File: config.mk
export PLATFORM = sky130hd
export DESIGN_NAME = tenths_to_binary64_core
export DESIGN_NICKNAME = d
export VERILOG_FILES = /design/src/rtl/core/tenb64_pkg.sv /design/src/rtl/core/tenths_to_binary64_core.sv
export VERILOG_INCLUDE_DIRS = /design/src /design/src/rtl/core
export SDC_FILE = /design/constraint.sdc
export NUM_CORES = 1
export LEC_CHECK = 0
export ABC_AREA = 0
export BUFFER_PORTS_ARGS = -buffer_cell sky130_fd_sc_hd__buf_2
export CELL_PAD_IN_SITES_DETAIL_PLACEMENT = 1
export CELL_PAD_IN_SITES_GLOBAL_PLACEMENT = 2
export CORE_ASPECT_RATIO = 1.1
export CORE_MARGIN = 4
export CORE_UTILIZATION = 36
export DETAILED_ROUTE_END_ITERATION = 10
export PLACE_DENSITY = 0.73
export SYNTH_ARGS = -nofsm -noshare
export SYNTH_HDL_FRONTEND = slang
export SYNTH_SLANG_ARGS = --single-unit
File: constraint.sdc
create_clock -name clk -period 6.5 [get_ports clk]
set_input_delay 0.325 -clock clk [delete_from_list [all_inputs] [get_ports clk]]
set_output_delay 0.325 -clock clk [all_outputs]
set_load 0.1 [all_outputs]
File: src/rtl/core/assert_macros.svh
// ----------------------------------------------------------------------------
// Assertion macros
// Shared concurrent assertion forms, clocked on clk and disabled in reset.
// ----------------------------------------------------------------------------
`ifndef ASSERT_MACROS_SVH
`define ASSERT_MACROS_SVH

// Consequent must hold in the same cycle as the antecedent.
`define ASSERT_SAME(lbl, ante, cons, msg) \
    lbl: assert property (@(posedge clk) disable iff (!rst_n) (ante) |-> (cons)) \
        else $error(msg);

// Consequent must hold in the cycle after the antecedent.
`define ASSERT_NEXT(lbl, ante, cons, msg) \
    lbl: assert property (@(posedge clk) disable iff (!rst_n) (ante) |=> (cons)) \
        else $error(msg);

`endif

File: src/rtl/core/tenb64_pkg.sv
// ----------------------------------------------------------------------------
// Tenths to binary64 package
// Sequencer states and fixed constants of the conversion core.
// ----------------------------------------------------------------------------
`timescale 1ns / 1ps
`default_nettype none

package tenb64_pkg;

    // Biased exponent of a value in [1, 2).
    localparam logic [10:0] EXP_BIAS  = 11'd1023;
    // Number of fraction bits produced by the divider.
    localparam int          FRAC_BITS = 52;
    // Divisor that turns tenths into units.
    localparam logic [3:0]  TEN       = 4'd10;

    typedef enum logic [2:0] {
        ST_IDLE,
        ST_START,
        ST_NORM_UP,
        ST_NORM_DN,
        ST_SUB,
        ST_DIV,
        ST_ROUND
    } state_t;

endpackage

`default_nettype wire

File: src/rtl/core/tenths_to_binary64_core.sv
// ----------------------------------------------------------------------------
// Tenths to binary64 conversion core
// Converts a signed value in tenths into the binary64 pattern of value / 10.
// ----------------------------------------------------------------------------
// A transfer is taken when start is high while busy is low. The core then
// works on that one value alone and keeps busy high until the result is out.
// Every compare and remainder subtraction runs through a single shared
// 18-bit subtract and compare unit under a small sequencer: a start state
// classifies the magnitude, one step per cycle normalizes it against ten
// times a power of two (up to twelve steps for large values, up to four for
// values below one unit), a subtract state forms the first remainder where
// needed, a restoring division yields the 52 fraction bits, and a final
// state rounds to nearest even. A zero input is answered in the very next
// cycle. The result appears on double_bits flagged by done, which is high
// for exactly one cycle, and busy falls in that same cycle, so a new
// transfer may be issued while the result is being read. There is no
// way for the receiver to hold a result back: it must capture it while done
// is high.
// ----------------------------------------------------------------------------
`timescale 1ns / 1ps
`default_nettype none

`include "assert_macros.svh"

module tenths_to_binary64_core (
    input  wire logic               clk,
    input  wire logic               rst_n,
    input  wire logic               start,
    output      logic               busy,
    input  wire logic signed [15:0] tenths_value,
    output      logic               done,
    output      logic        [63:0] double_bits
);

    import tenb64_pkg::*;

    // Last fraction bit index of the division counter.
    localparam logic [5:0] LAST_BIT = 6'(FRAC_BITS - 1);

    state_t        state_reg, state_next;
    logic          done_reg, done_next;
    logic [63:0]   result_reg, result_next;
    logic          neg_reg, neg_next;
    logic [16:0]   mag_reg, mag_next;
    logic [14:0]   den_reg, den_next;
    logic [15:0]   rem_reg, rem_next;
    logic [10:0]   exp_reg, exp_next;
    logic [51:0]   frac_reg, frac_next;
    logic [5:0]    count_reg, count_next;

    // Shared subtract and compare unit.
    logic [17:0]   opa;
    logic [17:0]   opb;
    logic [17:0]   diff;
    logic          ge;

    logic          accept;
    logic          round_up;
    logic [62:0]   rounded;

    assign accept = start && (state_reg == ST_IDLE);
    assign busy   = (state_reg != ST_IDLE);
    assign done   = done_reg;
    assign double_bits = result_reg;

    // Operand selection for the shared unit.
    always_comb
    begin
        opa = {1'b0, mag_reg};
        opb = {14'd0, TEN};
        case (state_reg)
            ST_START:
            begin
                opa = {1'b0, mag_reg};
                opb = {14'd0, TEN};
            end
            ST_NORM_UP:
            begin
                opa = {1'b0, mag_reg};
                opb = {2'b00, den_reg, 1'b0};
            end
            ST_NORM_DN:
            begin
                opa = {2'b00, rem_reg};
                opb = {14'd0, TEN};
            end
            ST_SUB:
            begin
                opa = {1'b0, mag_reg};
                opb = {3'b000, den_reg};
            end
            ST_DIV, ST_ROUND:
            begin
                opa = {1'b0, rem_reg, 1'b0};
                opb = {3'b000, den_reg};
            end
            default:
            begin
                opa = {1'b0, mag_reg};
                opb = {14'd0, TEN};
            end
        endcase
    end

    // Both operands stay below 2^17, so bit 17 of the difference is the borrow.
    assign diff = opa - opb;
    assign ge   = !diff[17];

    // Round to nearest, ties to even: twice the remainder against the divisor.
    assign round_up = (ge && (diff != 18'd0)) || ((diff == 18'd0) && frac_reg[0]);
    assign rounded  = {exp_reg, frac_reg} + {62'd0, round_up};

    always_comb
    begin
        state_next  = state_reg;
        done_next   = 1'b0;
        result_next = result_reg;
        neg_next    = neg_reg;
        mag_next    = mag_reg;
        den_next    = den_reg;
        rem_next    = rem_reg;
        exp_next    = exp_reg;
        frac_next   = frac_reg;
        count_next  = count_reg;

        case (state_reg)
            ST_IDLE:
            begin
                if (accept)
                begin
                    neg_next = tenths_value[15];
                    if (tenths_value[15])
                        mag_next = 17'h10000 - {1'b0, tenths_value};
                    else
                        mag_next = {1'b0, tenths_value};
                    if (tenths_value == 16'sd0)
                    begin
                        // Zero is positive zero, answered at once.
                        result_next = 64'd0;
                        done_next   = 1'b1;
                    end
                    else
                    begin
                        state_next = ST_START;
                    end
                end
            end
            ST_START:
            begin
                if (ge)
                begin
                    // At least one unit: scale the divisor up.
                    den_next   = 15'({11'd0, TEN});
                    exp_next   = EXP_BIAS;
                    state_next = ST_NORM_UP;
                end
                else
                begin
                    // Below one unit: scale the remainder up instead.
                    den_next   = 15'({11'd0, TEN});
                    rem_next   = {mag_reg[14:0], 1'b0};
                    exp_next   = EXP_BIAS - 11'd1;
                    state_next = ST_NORM_DN;
                end
            end
            ST_NORM_UP:
            begin
                if (ge)
                begin
                    den_next = {den_reg[13:0], 1'b0};
                    exp_next = exp_reg + 11'd1;
                end
                else
                begin
                    state_next = ST_SUB;
                end
            end
            ST_NORM_DN:
            begin
                if (ge)
                begin
                    rem_next   = diff[15:0];
                    count_next = 6'd0;
                    state_next = ST_DIV;
                end
                else
                begin
                    rem_next = {rem_reg[14:0], 1'b0};
                    exp_next = exp_reg - 11'd1;
                end
            end
            ST_SUB:
            begin
                rem_next   = diff[15:0];
                count_next = 6'd0;
                state_next = ST_DIV;
            end
            ST_DIV:
            begin
                if (ge)
                    rem_next = diff[15:0];
                else
                    rem_next = {rem_reg[14:0], 1'b0};
                frac_next  = {frac_reg[50:0], ge};
                count_next = count_reg + 6'd1;
                if (count_reg == LAST_BIT)
                    state_next = ST_ROUND;
            end
            ST_ROUND:
            begin
                // A carry out of the fraction lands in the exponent field.
                result_next = {neg_reg, rounded};
                done_next   = 1'b1;
                state_next  = ST_IDLE;
            end
            default:
            begin
                state_next = ST_IDLE;
            end
        endcase
    end

    always_ff @(posedge clk or negedge rst_n)
    begin
        if (!rst_n)
        begin
            state_reg <= ST_IDLE;
            done_reg  <= 1'b0;
        end
        else
        begin
            state_reg <= state_next;
            done_reg  <= done_next;
        end
    end

    always_ff @(posedge clk)
    begin
        result_reg <= result_next;
        neg_reg    <= neg_next;
        mag_reg    <= mag_next;
        den_reg    <= den_next;
        rem_reg    <= rem_next;
        exp_reg    <= exp_next;
        frac_reg   <= frac_next;
        count_reg  <= count_next;
    end

    // A result is only flagged once the sequencer has let go of the value.
    `ASSERT_SAME(a_done_not_busy, done_reg, !busy, "done raised while busy")
    // The division never runs past the last fraction bit.
    `ASSERT_SAME(a_count_range, state_reg == ST_DIV, count_reg <= LAST_BIT,
                 "division counter out of range")
    // The restoring division keeps the remainder below the divisor.
    `ASSERT_SAME(a_rem_below_den, state_reg == ST_DIV || state_reg == ST_ROUND,
                 {1'b0, rem_reg} < {2'b00, den_reg}, "remainder not below divisor")
    // Zero input is answered with positive zero in the next cycle.
    `ASSERT_NEXT(a_zero_fast, accept && (tenths_value == 16'sd0),
                 done && (double_bits == 64'd0), "zero input not answered at once")
    // The working exponent stays inside the range reachable from 16-bit input.
    `ASSERT_SAME(a_exp_range, state_reg == ST_DIV,
                 (exp_reg >= (EXP_BIAS - 11'd4)) && (exp_reg <= (EXP_BIAS + 11'd11)),
                 "exponent out of range")

endmodule

`default_nettype wire

==> out/metrics.yaml, run 1 <==
grt_first_pass_wirelength_microns: 40300
min_period_over_period_pct: 86.8
cts_resized: 0
slew_headroom_pct: 26.4
numPortBuffers: 84
synth_top_area_share_pct: 55.4
antenna_cells: 0
placed_cells: 1309
cp.required_ns: 6.77
layout_min_cycle_time_ns: 5.64
synth_nets: 934
syn_inst: 886
final_max_slew_viol_count: 0
finalSetupTns_ns: 0
cts_root_buffer: "clkbuf_16"
dieArea_sq_um: 30000
dp_hpwl_microns: 18400
totalWireLength_microns: 25200
maxCapViolations: 0
synth_area_leaders: "edfxtp_1 55%, nand2_1 3.6%, ha_1 3.4%"
ys.flop_type: "edfxtp_1"
outcome: "complete, no violations"
place_congestion: 0.839
first_iter_violations: 430
pre_cts_ws_ns: 0.892
irDropWorstVdd_mv: 0.218
die_y_microns: 181
start_util_pct: 36.5
worst_slew_pin_slew_ns: 1.10
yosysUniqueCellTypes: 68
clk_pin_slew_ns: 0.08
tritoncts: "yes"
largest_reg_flops: 64
final_nets: 1020
vias: 7002
regArea_sq_um: 5540
fmax_ghz: 0.177
rsz0062_at_grt: "no"
ys_warn_count: 0
avgViaCountPerCell: 5.22
nFillCells: 2928
syn_to_final_growth_pct: 15.3
chipWidth_microns: 165
critPathKind: "flop to flop"
io_pins: 85
power.leakage_nw: 3.99
wire_per_inst_microns: 18.8
worstSetupStartpointType: "flop"
yosys.area.top_type: "edfxtp_1"
fin_skew_ns: 0.0169
antenna_found_initial: 0
ys_ff_latch: 185
worstPathArrival_ns: 5.91
cts_sinks: 185
finalSetupViolCount: 0
post-cts-setup-buffers: 0
postLayoutCoreUtil_pct: 42.1
power_density_nw_per_um2: 584
final_antenna_net_count: 0
hold_path_class: "input pin to flop"
clock_path_buffers: 2
drive_gt1_share_pct: 15.0
multiInputGateArea_sq_um: 4050
row_count: 63
drtPass1Iterations: 4
grt_overflow_total: 0
grt_max_degree: 64
stdcell_count: 1342
hold_viol_final: 0
seq_area_frac_synth_pct: 56.4
cts_max_level: 4
cts_buffers: 17
cp_max_fo: 20
core_sq_um: 26900
avgSynthCellArea_sq_um: 11.1
drc_errors: 0
grt_usage_pct: 17.1
grt_pass1_vias: 7182
holdBufCountCts: 1
worstSkewPairLatency_ns: 0.44
timing.final.ws_setup_ns: 0.860
synthArstFlopShare_pct: 2.16
synth_area_sq_um: 9820
synth_edf_count: 181
critPathCaptureType: "flop"
==> power by group <==
part | total, mW | leakage (nW) | internal, mW | switching [mW]
clock | 1.10 | 0.310 | 0.567 | 0.535
combinational | 3.44 | 2.01 | 1.10 | 2.35
sequential | 2.07 | 1.67 | 1.80 | 0.271
total | 6.61 | 3.99 | 3.46 | 3.15
==> final timing paths <==
check                                          from                       endpoint  slack, ns  cells past startpoint
min in group asynchronous                     rst_n                 done$_DFF_PN0_       0.25                      2
max in group asynchronous                     rst_n       state_reg[2]$_DFFE_PN0P_       6.11                      2
max reg2reg                state_reg[2]$_DFFE_PN0P_  double_bits[56]$_SDFFCE_PN0P_       0.86                     18
max                        state_reg[2]$_DFFE_PN0P_  double_bits[56]$_SDFFCE_PN0P_       0.86                     18
min                                 tenths_value[0]           mag_reg[0]$_DFFE_PP_       0.10                      1
min reg2reg                   frac_reg[1]$_DFFE_PN_          frac_reg[2]$_DFFE_PN_       0.50                      0
==> critical path: stages, from the launching register on <==
cell and delay (ns):
dfrtp_1 0.65, inv_1 0.40, a21oi_1 0.87, a21oi_1 0.21, ha_1 0.45, o21ai_1 0.12
o211ai_2 0.21, nand4_1 0.17, o221ai_2 0.27, a211oi_4 0.11, inv_2 0.06, and2_1 0.13
ha_1 0.23, nand2_1 0.14, nor2_4 0.23, nand2_1 0.13, or4_4 0.60, or3_1 0.35
a21oi_1 0.16
==> metrics by stage <==
| stage | hold WS (ns) | instance area, sq um | power [mW] |
|---|---|---|---|
| after global routing | 0.0761 | 11300 | 7.09 |
| after detailed placement | 0.154 | 10700 | 5.54 |
| after CTS | 0.0871 | 11300 | 6.66 |
| final | 0.100 | 11300 | 6.61 |
| after global placement | 0.153 | 10700 | 5.52 |
| after floorplan | 0.0294 | 9820 | 4.61 |
==> synth_stat cells, types with 18 or more instances <==
cell        n
nand4_1    18
clkbuf_1   20
inv_1      24
edfxtp_1  181
or3_1      23
a21oi_1    55
and3_1     28
nor2_1     88
ha_1       27
xor2_1     38
nand3_1    29
a22oi_1    25
xnor2_1    38
nand2_1    93
o21ai_0    36
==> cell usage in the layout, fill, tap and decap left out, types with 7 or more instances in the layout <==
cell type / n
a21oi_1: 55
a22oi_1: 25
and3_1: 28
and4_1: 7
buf_2: 84
buf_4: 15
clkbuf_16: 17
clkinv_8: 7
edfxtp_1: 181
ha_1: 27
inv_1: 23
mux2i_1: 12
nand2_1: 92
nand2b_1: 9
nand3_1: 29
nand4_1: 18
nor2_1: 88
nor3_1: 14
o21ai_0: 35
o21ai_1: 15
o31ai_1: 9
or3_1: 23
or4_1: 7
xnor2_1: 38
xor2_1: 38
==> cell type report <==
cell class	instances	share of cell area, %
clock inverter	15	1.95
inverter	25	0.829
clock buffer	17	3.76
multi-input combinational	643	35.8
tap	357	3.95
timing repair buffer	100	4.80
sequential	185	48.9
==> per-layer routing <==
layer	vias up	track usage (%)	part of all wire, %
met5	-	0	0
met4	0	4.09	1.2
met3	19	2.53	2.5
met2	100	29.7	51
met1	3398	22.3	45
li1	3485	-	-
==> kinds of logic after synthesis <==
family	after synthesis	share of synthesized area (%)
muxes	12	1.22
other	1	0.0382
and+or+nand+nor	341	17.3
DFF	185	56.4
adders and majority gates	29	3.85
AOI/OAI and AO/OA	184	12.0
buffers and inverters	58	2.49
xor gates and xnor gates	76	6.78
Power figures use the tool's default switching activity.
==> inputs of run 2 (changes only) <==
CELL_PAD_IN_SITES_GLOBAL_PLACEMENT = 1   (was 2)
CORE_UTILIZATION = 44   (was 36)
PLACE_DENSITY = 0.74   (was 0.73)
==> run 2 against run 1 <==
Against the previous run:
- register-to-register slack improved by 0.11 ns
- global-route usage rose by 2.7 points
- sequential share of layout area grew 0.73 points
- sequential power about the same
- core utilization is 8.5 points higher
- flip-flop and latch count stayed put
- via count rose by 2.2%
- final area is 1.5% lower
- power fell by 2.1%
- critical endpoint is now double_bits[55]$_SDFFCE_PN0P_
- highest routed layer unchanged
==> out/metrics.yaml, run 2 (synthesis results as in run 1) <==
outcome: "complete, no violations"
syn_to_final_growth_pct: 13.6
tritoncts: "yes"
drive_gt1_share_pct: 14.6  # -0.38 points
chipWidth_microns: 150  # -9.1%
power_density_nw_per_um2: 580  # -0.64%
drtPass1Iterations: 5  # +1
cp-startpoint: "state_reg[2]$_DFFE_PN0P_"
power.leakage_nw: 3.95  # -1.2%
grt_pass1_vias: 7180  # -0.028%
post-cts-setup-buffers: 0  # unchanged
vias: 7156  # +2.2%
worstReg2RegStart: "state_reg[2]$_DFFE_PN0P_"
grt_overflow_total: 0  # unchanged
timing.final.ws_setup_ns: 0.972  # +0.112 ns
grt_max_degree: 63  # -1.6%
core_sq_um: 22000  # -18%
cp.required_ns: 6.76  # about the same
layout_commonest_cell: "edfxtp_1"
layout_common_cells: "181 x edfxtp_1, 92 x nand2_1, 88 x nor2_1"
hold_path_class: "input pin to flop"
final_nets: 1018  # -0.20%
regArea_sq_um: 5540  # unchanged
finalSetupViolCount: 0  # unchanged
critPathKind: "flop to flop"
multiInputGateArea_sq_um: 4050  # unchanged
antenna_found_initial: 0  # unchanged
rsz0062_at_grt: "no"
cp_max_fo: 31  # +55%
place_area_sq_um: 10600  # -0.87%
worstSkewPairLatency_ns: 0.44  # about the same
postLayoutCoreUtil_pct: 50.6  # +8.5 points
io_pins: 85  # unchanged
min_period_over_period_pct: 85.0  # -1.7 points
fmax_ghz: 0.181  # +2.0%
cts_buffers: 17  # unchanged
grt_first_pass_wirelength_microns: 38200  # -5.1%
critPathCaptureType: "flop"
cts_root_buffer: "clkbuf_16"
numPortBuffers: 84  # unchanged
cts_resized: 0  # unchanged
p_total_mw: 6.47  # -2.1%
row_count: 57  # -9.5%
rrSetupSlack_ns: 0.97  # +0.11 ns
worstPathArrival_ns: 5.79  # -0.12 ns
start_util_pct: 44.5  # +8.0 points
clock_path_buffers: 2  # unchanged
irDropWorstVdd_mv: 0.305  # +40%
avgViaCountPerCell: 5.60  # +7.3%
grt_usage_pct: 19.7  # +2.7 points
stdcell_count: 1278  # -4.8%
dp_hpwl_microns: 17500  # -4.7%
maxCapViolations: 0  # unchanged
place_congestion: 0.862  # +2.7%
min_from: "tenths_value[0]"
worstSetupStartpointType: "flop"
die_y_microns: 165  # -9.1%
pre_cts_ws_ns: 1.01  # +0.121 ns
finalSetupTns_ns: 0  # unchanged
clk_pin_slew_ns: 0.07  # about the same
totalWireLength_microns: 24000  # -4.7%
placed_cells: 1245  # -4.9%
largest_reg_flops: 64  # unchanged
holdBufCountCts: 1  # unchanged
drc_errors: 0  # unchanged
nFillCells: 2386  # -19%
wire_per_inst_microns: 18.8  # about the same
cts_max_level: 4  # unchanged
design_area_sq_um: 11200  # -1.5%
cts_sinks: 185  # unchanged
hold-worst-slack_ns: 0.0971  # -0.00311 ns
final_antenna_net_count: 0  # unchanged
first_iter_violations: 411  # -4.4%
antenna_cells: 0  # unchanged
fin_skew_ns: 0.0128  # -0.00407 ns
dieArea_sq_um: 24800  # -17%
layout_min_cycle_time_ns: 5.53  # -0.112 ns
worst_slew_pin_slew_ns: 1.03  # -0.0691 ns
slew_headroom_pct: 31.1  # +4.6 points
final_max_slew_viol_count: 0  # unchanged
hold_viol_final: 0  # unchanged
==> run 2: worst max-delay path, cell delays in order, from the launching register on <==
cell and delay, ns:
dfrtp_1 0.36, buf_4 0.19, and2b_1 0.43, nand2_1 0.18, inv_1 0.46, nor2_1 0.10, buf_4 0.21, nand2_1 0.09
nand2_1 0.06, ha_1 0.38, a211oi_2 0.13, o211ai_2 0.24, nand4_1 0.17, o221ai_2 0.26, a211oi_4 0.11, inv_2 0.06
buf_4 0.39, nand4_1 0.67, or4_1 0.63, a21oi_1 0.20
==> run 2: cell type report <==
class | count | share of cell area [%]
timing repair buffer | 98 | 4.73
tap | 295 | 3.31
multi-input combinational | 643 | 36.4
inverter | 25 | 0.841
clock buffer | 18 | 3.85
clock inverter | 14 | 1.28
sequential | 185 | 49.6
==> run 2: final timing paths <==
check / end / depth (start not counted)
min in group asynchronous: done$_DFF_PN0_ / 2
max reg2reg: double_bits[55]$_SDFFCE_PN0P_ / 19
max in group asynchronous: state_reg[2]$_DFFE_PN0P_ / 2
max: double_bits[55]$_SDFFCE_PN0P_ / 19
min: mag_reg[0]$_DFFE_PP_ / 1
min reg2reg: frac_reg[13]$_DFFE_PN_ / 0
==> run 2: power by group <==
part	internal (mW)	switching [mW]
sequential	1.80	0.271
combinational	1.09	2.32
clock	0.507	0.488
total	3.39	3.08
==> run 2: layer usage <==
metal,GRT usage [%],wire (microns),vias up
li1,-,-,3474
met1,25.2,10500,3506
met2,34.6,12300,157
met3,3.57,765,19
met4,5.32,333,0
met5,0,0,-
==> inputs of run 3 (changes only) <==
CORE_UTILIZATION = 31   (was 44)
PLACE_DENSITY = 0.55   (was 0.74)
==> run 3 against run 2 <==
Against the previous run:
- critical path type unchanged
- sequential power is essentially flat
- sequential share of layout area shrank 0.82 points
- die area rose by 40%
- critical path depth is 4 higher
- clock power increased by 5%
- highest routed layer unchanged
- worst hold slack got worse by 0.0039 ns
- worst setup slack worse by 0.060 ns
- final area increased by 1.7%
- clock skew about the same
- first-iteration DRC count rose by 3.6%
- global-route usage down 4.4 points
==> out/metrics.yaml, run 3 (synthesis results as in run 1) <==
worstSetupStartpointType: "flop"
hold_path_class: "input pin to flop"
layout_commonest_cell: "edfxtp_1"
crit_buf_inv: 4  # -1
worstPathArrival_ns: 5.88  # +0.09 ns
placed_cells: 1375  # +10%
die_y_microns: 195  # +18%
cp.required_ns: 6.79  # +0.03 ns
critPathKind: "flop to flop"
crit_path_frequent_cell: "nand2_1"
grt_pass1_vias: 7385  # +2.9%
min_period_over_period_pct: 86.0  # +0.93 points
grt_overflow_total: 0  # unchanged
finalSetupTns_ns: 0  # unchanged
irDropWorstVdd_mv: 0.191  # -37%
hold_viol_final: 0  # unchanged
worstSkewPairLatency_ns: 0.44  # about the same
hold-worst-slack_ns: 0.0932  # -0.00388 ns
place_congestion: 0.775  # -10%
clk_pin_slew_ns: 0.08  # about the same
layout_min_cycle_time_ns: 5.59  # +0.0602 ns
largest_reg_flops: 64  # unchanged
core_sq_um: 31300  # +42%
worst_slew_pin_slew_ns: 1.21  # +0.181 ns
critPathCaptureType: "flop"
numPortBuffers: 84  # unchanged
cp_slowest_cell: "or4_4"
first_iter_violations: 426  # +3.6%
timing.final.ws_setup_ns: 0.912  # -0.0602 ns
final_nets: 1023  # +0.49%
io_pins: 85  # unchanged
path_delay_family: "simple AND/OR/NAND/NOR gates"
clock_path_buffers: 2  # unchanged
pre_cts_ws_ns: 0.873  # -0.140 ns
final_max_slew_viol_count: 0  # unchanged
cp_cell_sequence: "and2b_1 > nand2_1 > inv_1 > nor2_1 > buf_4 > a21oi_1 > ha_1 > inv_1 > fa_1 > a211oi_2 > o211ai_2 > nand4_1 > o221ai_2 > a211oi_4 > inv_2 > and2_1 > ha_1 > nand2_1 > nor2_4 > nand2_1 > or4_4 > or3_1 > a21oi_1"
final_antenna_net_count: 0  # unchanged
drtPass1Iterations: 4  # -1
drc_errors: 0  # unchanged
stdcell_count: 1408  # +10%
avgViaCountPerCell: 5.06  # -9.6%
cts_sinks: 185  # unchanged
vias: 7127  # -0.41%
nFillCells: 3570  # +50%
slew_headroom_pct: 19.0  # -12 points
power_density_nw_per_um2: 573  # -1.2%
cts_buffers: 17  # unchanged
dp_hpwl_microns: 18800  # +7.5%
syn_to_final_growth_pct: 15.5
finalSetupViolCount: 0  # unchanged
cp_slowest_stage_delay_ns: 0.60  # -0.07 ns
row_count: 68  # +19%
grt_max_degree: 64  # +1.6%
grt_usage_pct: 15.3  # -4.4 points
cts_max_level: 4  # unchanged
chipWidth_microns: 178  # +18%
antenna_cells: 0  # unchanged
power.leakage_nw: 3.97  # +0.60%
fmax_ghz: 0.179  # -1.1%
fin_skew_ns: 0.0128  # -0.0000200 ns
start_util_pct: 31.4  # -13 points
dieArea_sq_um: 34600  # +40%
regArea_sq_um: 5540  # unchanged
maxCapViolations: 0  # unchanged
outcome: "complete, no violations"
layout_common_cells: "181 x edfxtp_1, 92 x nand2_1, 88 x nor2_1"
antenna_found_initial: 0  # unchanged
multiInputGateArea_sq_um: 4050  # unchanged
rsz0062_at_grt: "no"
tritoncts: "yes"
p_total_mw: 6.50  # +0.45%
cp_max_fo: 14  # -55%
wire_per_inst_microns: 18.4  # -1.9%
grt_first_pass_wirelength_microns: 41600  # +8.9%
cts_root_buffer: "clkbuf_16"
drive_gt1_share_pct: 15.1  # +0.43 points
totalWireLength_microns: 25900  # +8.1%
==> run 3: cell types whose count changed in the layout (fill, tap and decap cells not counted), moves of 3 or more <==
| cell | delta |
|---|---|
| buf_4 | +5 |
| clkinv_4 | -4 |
| clkinv_8 | -3 |
| inv_6 | +4 |
==> run 3: what timing repair did <==
item	CTS	global route
endpoints found under the hold margin	4	0
endpoints found under the setup margin	0	0
hold buffers	1	0
setup buffers	0	0
gates resized for setup	0	0
==> run 3: final timing paths <==
kind                                            endpoint  slack, ns                startpoint  depth (start not counted)
setup / recovery           double_bits[48]$_SDFFCE_PN0P_       0.91  state_reg[1]$_DFFE_PN0P_                         23
hold / removal                      mag_reg[0]$_DFFE_PP_       0.09           tenths_value[0]                          1
setup reg to reg           double_bits[48]$_SDFFCE_PN0P_       0.91  state_reg[1]$_DFFE_PN0P_                         23
min in group asynchronous       state_reg[1]$_DFFE_PN0P_       0.29                     rst_n                          2
max in group asynchronous                 done$_DFF_PN0_       6.07                     rst_n                          2
hold reg to reg                    frac_reg[2]$_DFFE_PN_       0.48     frac_reg[1]$_DFFE_PN_                          0
==> run 3: layout make-up <==
class	instances	share of cell area [%]
clock buffer	18	3.78
clock inverter	14	1.20
inverter	25	0.828
multi-input combinational	643	35.7
sequential	185	48.8
tap	420	4.63
timing repair buffer	103	4.99
==> run 3: per-stage QoR <==
stage	instance area, sq um	util [%]
after floorplan	9820	-
after global placement	10800	34.4
after detailed placement	10800	34.4
after CTS	11300	36.2
after global routing	11300	36.2
final	11300	36.2
==> run 3: per-layer routing <==
| layer | vias up | wire [microns] | GRT usage, % |
|---|---|---|---|
| li1 | 3488 | - | - |
| met1 | 3505 | 11800 | 20.3 |
| met2 | 107 | 12900 | 25.8 |
| met3 | 27 | 713 | 2.18 |
| met4 | 0 | 498 | 5.13 |
| met5 | - | 0 | 0 |
==> run 3: power by group <==
| part | internal, mW | leakage (nW) | switching [mW] |
|---|---|---|---|
| sequential | 1.80 | 1.67 | 0.250 |
| combinational | 1.10 | 2.03 | 2.32 |
| clock | 0.539 | 0.270 | 0.496 |
| total | 3.44 | 3.97 | 3.07 |
